**src/rtl/cpu_process_scheduler_defines.svh**
```systemverilog
// Assertion macros used by the scheduler top level.
`ifndef CPU_PROCESS_SCHEDULER_DEFINES_SVH
`define CPU_PROCESS_SCHEDULER_DEFINES_SVH

// Antecedent implies consequent in the same cycle.
`define CPS_ASSERT_IMP(lbl, ante, cons) \
  lbl: assert property (@(posedge clk_i) disable iff (!rst_ni) (ante) |-> (cons)) \
    else $error("scheduler assertion failed");

// Antecedent implies consequent in the next cycle.
`define CPS_ASSERT_NXT(lbl, ante, cons) \
  lbl: assert property (@(posedge clk_i) disable iff (!rst_ni) (ante) |=> (cons)) \
    else $error("scheduler assertion failed");

`endif

```
**src/rtl/cps_pkg.sv**
```systemverilog
// Types, constants and codes of the process scheduler.
package cps_pkg;

  localparam int SLOTS = 32;
  localparam int IW    = $clog2(SLOTS);
  localparam int CW    = $clog2(SLOTS + 1);

  localparam logic REG_POLICY  = 1'b0;
  localparam logic REG_QUANTUM = 1'b1;

  localparam logic [1:0] OP_ADD     = 2'd0;
  localparam logic [1:0] OP_STEP    = 2'd1;
  localparam logic [1:0] OP_RESTART = 2'd2;
  localparam logic [1:0] OP_CLEAR   = 2'd3;

  localparam logic [2:0] POL_FCFS = 3'd0;
  localparam logic [2:0] POL_SJF  = 3'd1;
  localparam logic [2:0] POL_SRTF = 3'd2;
  localparam logic [2:0] POL_PRIO = 3'd3;
  localparam logic [2:0] POL_RR   = 3'd4;

  localparam logic [2:0] KIND_ADDED = 3'd0;
  localparam logic [2:0] KIND_FULL  = 3'd1;
  localparam logic [2:0] KIND_DISP  = 3'd2;
  localparam logic [2:0] KIND_IDLE  = 3'd3;
  localparam logic [2:0] KIND_DONE  = 3'd4;
  localparam logic [2:0] KIND_ACK   = 3'd5;

  localparam logic [2:0] CMD_NONE    = 3'd0;
  localparam logic [2:0] CMD_ADD     = 3'd1;
  localparam logic [2:0] CMD_RUN     = 3'd2;
  localparam logic [2:0] CMD_RESTART = 3'd3;
  localparam logic [2:0] CMD_CLEAR   = 3'd4;

  typedef struct packed {
    logic [2:0]    code;
    logic [IW-1:0] idx;
    logic [14:0]   arr;
    logic [3:0]    prio;
    logic [7:0]    burst;
    logic [7:0]    run;
    logic [15:0]   clock;
  } cmd_t;

  typedef struct packed {
    logic [2:0]    mode;
    logic [15:0]   clock;
    logic [IW-1:0] pos;
  } scan_t;

  typedef struct packed {
    logic          found;
    logic [IW-1:0] idx;
    logic [14:0]   arr;
    logic [3:0]    prio;
    logic [7:0]    burst;
    logic [7:0]    rem;
    logic          ge_found;
    logic [IW-1:0] ge_idx;
    logic          fa_found;
    logic [IW-1:0] fa_idx;
    logic          unf;
    logic          nx_found;
    logic [14:0]   nx_arr;
  } tok_t;

  typedef struct packed {
    logic [14:0] arr;
    logic [7:0]  burst;
    logic [7:0]  rem;
    logic        started;
    logic [15:0] first;
  } slot_t;

  typedef struct packed {
    logic [2:0]  kind;
    logic [5:0]  job_id;
    logic [15:0] slice_start;
    logic [7:0]  slice_units;
    logic        finished;
    logic [15:0] time_now;
    logic [15:0] wait_time;
    logic [15:0] turnaround;
    logic [15:0] response;
  } res_t;

endpackage

```
**src/rtl/cps_cell.sv**
```systemverilog
// One table slot: holds a job and folds it into the passing scan token.
module cps_cell import cps_pkg::*; (
  input  logic          clk_i,
  input  logic          rst_ni,
  input  logic [IW-1:0] idx_i,
  input  cmd_t          cmd_i,
  input  scan_t         scan_i,
  input  tok_t          tok_i,
  output tok_t          tok_o,
  output slot_t         slot_o
);

  logic        valid_q, started_q;
  logic [14:0] arr_q;
  logic [3:0]  prio_q;
  logic [7:0]  burst_q, rem_q;
  logic [15:0] first_q;
  logic        hit, unf, elig, beats;
  tok_t        tok_d;

  assign hit = (cmd_i.idx == idx_i);

  always_ff @(posedge clk_i or negedge rst_ni) begin
    if (!rst_ni) begin
      valid_q   <= 1'b0;
      started_q <= 1'b0;
    end else begin
      unique case (cmd_i.code)
        CMD_ADD: if (hit) begin
          valid_q   <= 1'b1;
          started_q <= 1'b0;
        end
        CMD_RUN: if (hit) started_q <= 1'b1;
        CMD_RESTART: if (valid_q) started_q <= 1'b0;
        CMD_CLEAR: begin
          valid_q   <= 1'b0;
          started_q <= 1'b0;
        end
        default: ;
      endcase
    end
  end

  always_ff @(posedge clk_i) begin
    unique case (cmd_i.code)
      CMD_ADD: if (hit) begin
        arr_q   <= cmd_i.arr;
        prio_q  <= cmd_i.prio;
        burst_q <= cmd_i.burst;
        rem_q   <= cmd_i.burst;
      end
      CMD_RUN: if (hit) begin
        rem_q <= rem_q - cmd_i.run;
        if (!started_q) first_q <= cmd_i.clock;
      end
      CMD_RESTART: if (valid_q) rem_q <= burst_q;
      default: ;
    endcase
  end

  assign unf  = valid_q && (rem_q != 8'd0);
  assign elig = unf && ({1'b0, arr_q} <= scan_i.clock);

  always_comb begin
    unique case (scan_i.mode)
      POL_SJF:  beats = (burst_q < tok_i.burst) ||
                        ((burst_q == tok_i.burst) && (arr_q < tok_i.arr));
      POL_SRTF: beats = (rem_q < tok_i.rem) ||
                        ((rem_q == tok_i.rem) && (arr_q < tok_i.arr));
      POL_PRIO: beats = (prio_q > tok_i.prio) ||
                        ((prio_q == tok_i.prio) && (arr_q < tok_i.arr));
      default:  beats = (arr_q < tok_i.arr);
    endcase
  end

  always_comb begin
    tok_d = tok_i;
    if (elig && (!tok_i.found || beats)) begin
      tok_d.found = 1'b1;
      tok_d.idx   = idx_i;
      tok_d.arr   = arr_q;
      tok_d.prio  = prio_q;
      tok_d.burst = burst_q;
      tok_d.rem   = rem_q;
    end
    if (elig && !tok_i.ge_found && (idx_i >= scan_i.pos)) begin
      tok_d.ge_found = 1'b1;
      tok_d.ge_idx   = idx_i;
    end
    if (elig && !tok_i.fa_found) begin
      tok_d.fa_found = 1'b1;
      tok_d.fa_idx   = idx_i;
    end
    tok_d.unf = tok_i.unf | unf;
    if (unf && ({1'b0, arr_q} > scan_i.clock) &&
        (!tok_i.nx_found || (arr_q < tok_i.nx_arr))) begin
      tok_d.nx_found = 1'b1;
      tok_d.nx_arr   = arr_q;
    end
  end

  always_ff @(posedge clk_i) begin
    tok_o <= tok_d;
  end

  assign slot_o = '{arr: arr_q, burst: burst_q, rem: rem_q, started: started_q,
                    first: first_q};

endmodule

```
**config.mk**
```make
export PLATFORM = sky130hd
export DESIGN_NAME = cps_cell
export DESIGN_NICKNAME = d
export VERILOG_FILES = /design/src/rtl/cpu_process_scheduler_defines.svh /design/src/rtl/cps_pkg.sv /design/src/rtl/cps_cell.sv
export SDC_FILE = /design/constraint.sdc
export NUM_CORES = 1
export LEC_CHECK = 0
export BUFFER_PORTS_ARGS = -buffer_cell sky130_fd_sc_hd__buf_2
export CAP_MARGIN = 20
export CORE_MARGIN = 1.5
export CORE_UTILIZATION = 35
export DETAILED_ROUTE_END_ITERATION = 7
export RECOVER_POWER = 100
export SKIP_CTS_REPAIR_TIMING = 1
export SYNTH_ARGS = -nofsm -noshare
export SYNTH_HDL_FRONTEND = slang
export SYNTH_SLANG_ARGS = --single-unit
```
**constraint.sdc**
```tcl
create_clock -name clk_i -period 2.35 [get_ports clk_i]
set_input_delay 0.705 -clock clk_i [delete_from_list [all_inputs] [get_ports clk_i]]
set_output_delay 0.705 -clock clk_i [all_outputs]
set_load 0.05 [all_outputs]
```
; ---- After elaboration in Yosys (flattened, before gate mapping)
; Cells that the tools add are included.
; W data, S select, Z words.
[op_classes]
n_addsub = 1
n_lt_le_gt_ge = 8
eq_ne = 14
mux = 14
bitwise_logic = 2
n_reduce_logical = 29
[ops]
columns = cell, n
row1 = $mux W40, 1
row2 = $lt A15 B15 Y1, 2
row3 = $mux W8, 3
row4 = $pmux W8 S3, 1
row5 = $eq A8 B8 Y1, 2
row6 = $gt A15 B16 Y1, 1
row7 = $le A15 B16 Y1, 1
row8 = $lt A8 B8 Y1, 2
row9 = $mux W15, 1
row10 = $eq A3 B2 Y1 const B, 4
row11 = $logic_and A1 B1 Y1, 11
row12 = $mux W5, 2
row13 = $reduce_and A4 Y1, 2
row14 = $reduce_bool A8 Y1, 1
row15 = $sub A8 B8 Y8, 1
row16 = $eq A3 B1 Y1 const B, 2
row17 = $ne A2 B2 Y1 const B, 3
row18 = $eq A5 B5 Y1, 1
row19 = $ge A5 B5 Y1, 1
row20 = $logic_or A1 B1 Y1, 5
row21 = $eq A4 B4 Y1, 1
row22 = $gt A4 B4 Y1, 1
row23 = $logic_not A1 Y1, 4
row24 = $pmux W1 S4, 1
row25 = 11 further kinds, 14
[totals]
register_bits = 123
inputBits = 160
output_inout_bits = 118
word_cells = 88

; ---- Logic depth before layout (Yosys ltp)
[depth]
ltp_word = 7
depth_mapped = 11
mapped_depth_nobuf = 11

; ---- Least setup slack after synthesis
; OpenSTA, ideal clock, no wires.
[synth_timing]
path_kind = register to register
start = reg arr_q[13]
end = reg tok_o[17] (netlist name)
setup_ns = 0.121
t_arrival_ns = 2.591
required_ns = 2.229
slack_ns = -0.362
stages_incl_launch_ff = 9
path_buffers = 0
period_less_slack_ns = 2.712
cell_sequence = edfxtp_1 > ha_1 > a21o_2 > a21oi_1 > o221ai_1 > o31a_2 > or2_2 > nor2_4 > mux2_2
[synth_lines]
columns = item, line_no
row1 = start: declaration, cps_cell.sv:14  ; logic [14:0] arr_q;
row2 = start signal: assignment, cps_cell.sv:47  ; arr_q <= cmd_i.arr;
row3 = end signal: assignment, cps_cell.sv:103  ; tok_o <= tok_d;
row4 = end: declaration, cps_cell.sv:9  ; output tok_t tok_o,

==> results.yml <==
floorplanning:
  initial_core_util_pct: 35.93
  fp.dieArea_sq_um: 19330
  io_pins: 278
  die_w_um: 139.0
  die-height_um: 139.0
  rows: 49
  core_sq_um: 18020
clock_network:
  cts_tree: "done"
  cts_made_buffers: 17
  ctsLongestPathBuffers: 2
  clock_network_latency_to_the_later_pin_of_the_worst_skew_pair_ns: 0.42
  cts.sink_count: 123
  ctsRootBufferMaster: "clkbuf_16"
  clk_transition_reported_paths_ns: 0.06
  htree_num_levels: 4
place:
  detailed_place_hpwl_mm: 14.97
  pre_cts_slack_ns: -0.9098
  routabilityCongestion: 0.8023
  post-place-cells: 1126
  place.port_buffers: 277
worst_setup_path:
  cp_common_cell: "buf_12"
  worstReg2RegEnd: "tok_o[52]"
  regToRegSetupSlack_ns: -0.37
  timing.critical_path.slowest_cell_delay_ns: 0.53
  endpoint_kind: "flip-flop"
  path_cells: "ha_4 > nand4_1 > o41ai_4 > buf_4 > a221oi_4 > o21ai_4 > buf_12 > buf_12 > mux2_4"
  worst_path_dominant_cell_family: "compound AO/OA/AOI/OAI gates"
  setup.worst_path.class: "flip-flop to flip-flop"
  critical_path_peak_fanout: 13
  critical_path.reg2reg.startpoint: "arr_q[14]"
  critical_path.slowest_cell: "edfxtp_1"
  cp.buffers_inverters: 3
  critical_path_required_ns: 2.65
  worst_r2r_path_depth: 9
  timing.critical_path.from: "arr_q[14]"
  worst_ep_arrival_time_ns: 3.01
  cp-start-kind: "flip-flop"
run_status:
  failing_checks: "setup timing"
  outcome: "finished with violations"
synthesis:
  synth_ff_type: "dfxtp_1"
  synth_cell_type_count: 60
  synth_area_per_cell_sq_um: 11.73
  postSynth.asyncResetShare_pct: 1.626
  synth_edf_count: 51
  mappedNetlistNets: 788
  yosys_register_bits: 123
  cell_count_after_synthesis: 552
  mappedNetlistArea_sq_um: 6476
  synth.yosys.warnings: 0
  yosysSeqAreaShare_pct: 46.06
layout:
  nets: 1163
  final_util_pct: 52.46
  syn_to_final_growth_pct: 46.00
  mostFrequentLayoutCell: "buf_2"
  fraction_of_final_layout_cells_with_drive_strength_greater_than_1_pct: 38.83
  instances_no_fill: 1170
  final_cell_mix: "buf_2 (150), clkbuf_1 (125), inv_1 (82)"
grt:
  first_global_vias: 5249
  grt_util_all_layers_pct: 18.92
  grt_max_degree: 22
  grt_antenna_before_repair: 2
  gr-total-overflow: 0
  grt_pass1_wl_mm: 27.94
drt:
  detail_route.vias_per_cell: 4.615
  post_drt_wl_per_cell_um: 16.22
  detail_route.iter0.violations: 194
  drt_wl_total_mm: 18.97
  routed-via-count: 5399
  drtAntennaViolNets: 0
  dr.pass1.iters: 5
  drc_errors: 0
power:
  power.leakage_uw: 0.004600
  peakVddDrop_mv: 0.4763
  p_per_area_nw_per_um2: 722.6
sta:
  min_clock_period_post_route_ns: 2.718
  unrepaired_setup_endpoints_after_global_routing: "yes"
  fin_setup_tns_ns: -20.49
  worst_slew_pin_slew_ns: 0.6973
  final_max_slew_viol_count: 0
  setup_viol: 65
  highest_clock_rate_mhz: 368.0
  fin_worst_skew_ns: 0.01378
  report.final.hold_viol_count: 0
  timing.slew.headroom_pct: 53.71
  postLayoutSetupSlackWorst_ns: -0.3678
  portion_of_the_clock_cycle_consumed_by_the_worst_path_in_the_final_layout_pct: 115.6
hold_path:
  min-delay-path-class: "primary input to async pin"
flow_run:
  max_cap_violations: 0
cells in the mapped netlist (2+ instances only):
cell type	instances	area, sq um
nand3_1	5	25.02
dfrtp_1	2	50.05
ha_1	75	938.4
mux2_2	15	168.9
and2_1	2	12.51
nor4_1	2	12.51
clkbuf_1	4	15.01
xnor2_1	8	70.07
nor2b_1	6	37.54
nand4_1	10	62.56
a31oi_1	2	12.51
a21o_1	6	45.04
buf_6	4	45.04
o21a_1	2	15.01
nand2b_1	7	43.79
a211oi_1	3	22.52
mux2_4	50	750.7
nand2_1	27	101.4
o21ai_0	24	120.1
or2_2	2	12.51
a21boi_0	2	15.01
a21oi_1	31	155.2
xor2_1	3	26.28
o211ai_1	3	22.52
nor2_1	13	48.80
mux2i_1	3	30.03
nor3_1	6	30.03
o221ai_1	3	26.28
dfxtp_1	70	1401
inv_1	82	307.8
edfxtp_1	51	1531
sequential cells by signal (all words and copies together) (netlist names):
name / flops
tok_o: 70
first_q: 16
arr_q: 15
burst_q: 8
rem_q: 8
prio_q: 4
started_q: 1
valid_q: 1
per-layer routing:
layer	up-vias	GRT usage (%)	wire [um]
met5	-	0	13
met4	2	5.757	181
met3	13	5.456	1127
met2	176	32.62	9609
met1	2491	22.82	8041
li1	2717	-	-
logic make-up (layout without fill, tap and decap cells):
logic type / after synthesis / in the layout / synth area share (%)
DFF: 123 / 123 / 46.06
buffers and inverters: 92 / 479 / 6.105
AOI/OAI and AO/OA: 91 / 92 / 9.080
and+or+nand+nor: 91 / 91 / 7.805
adders and majority gates: 76 / 76 / 14.80
muxes: 68 / 68 / 14.66
xor gates and xnor gates: 11 / 11 / 1.488
other: 0 / 1 / 0
area by class of cell:
type                       count  area [sq um]
antenna                        1         2.502
clock buffer                  20         456.7
fill                        1686          8569
sequential                   123          2983
inverter                      82         307.8
multi-input combinational    338          3302
tap                          229         286.5
clock inverter                12         161.4
timing repair buffer         365          1956
worst reg2reg max path: stages (launching register included):
cell and delay (ns):
edfxtp_1 0.53, ha_4 0.33, nand4_1 0.20, o41ai_4 0.50, buf_4 0.19, a221oi_4 0.06
o21ai_4 0.18, buf_12 0.14, buf_12 0.16, mux2_4 0.32
power by group:
part           switching [uW]  internal, uW
clock                    1000          1740
combinational            1030           640
sequential               44.9          2380
total                    2080          4760
per-stage QoR:
stage | cell area, sq um | power, uW | hold slack [ns]
floorplan | 6515 | 3588 | 0.4094
global placement | 8756 | 4086 | 0.4986
detailed placement | 8756 | 4102 | 0.4970
CTS | 9374 | 6867 | 0.04338
global route | 9453 | 7111 | 0.04867
finish | 9455 | 6832 | 0.07877
worst max path at each step:
stage | endpoint | slack [ns] | cells after the start
6_report | tok_o[52] | -0.37 | 9
5_1_grt | tok_o[45] | -0.48 | 10
4_1_cts | tok_o[42] | -0.61 | 9
3_5_place_dp | tok_o[42] | -0.91 | 11
3_3_place_gp | tok_o[41] | -0.83 | 11
2_1_floorplan | tok_o[62] | -0.32 | 9
No activity file was read; power rests on OpenSTA's default activity.
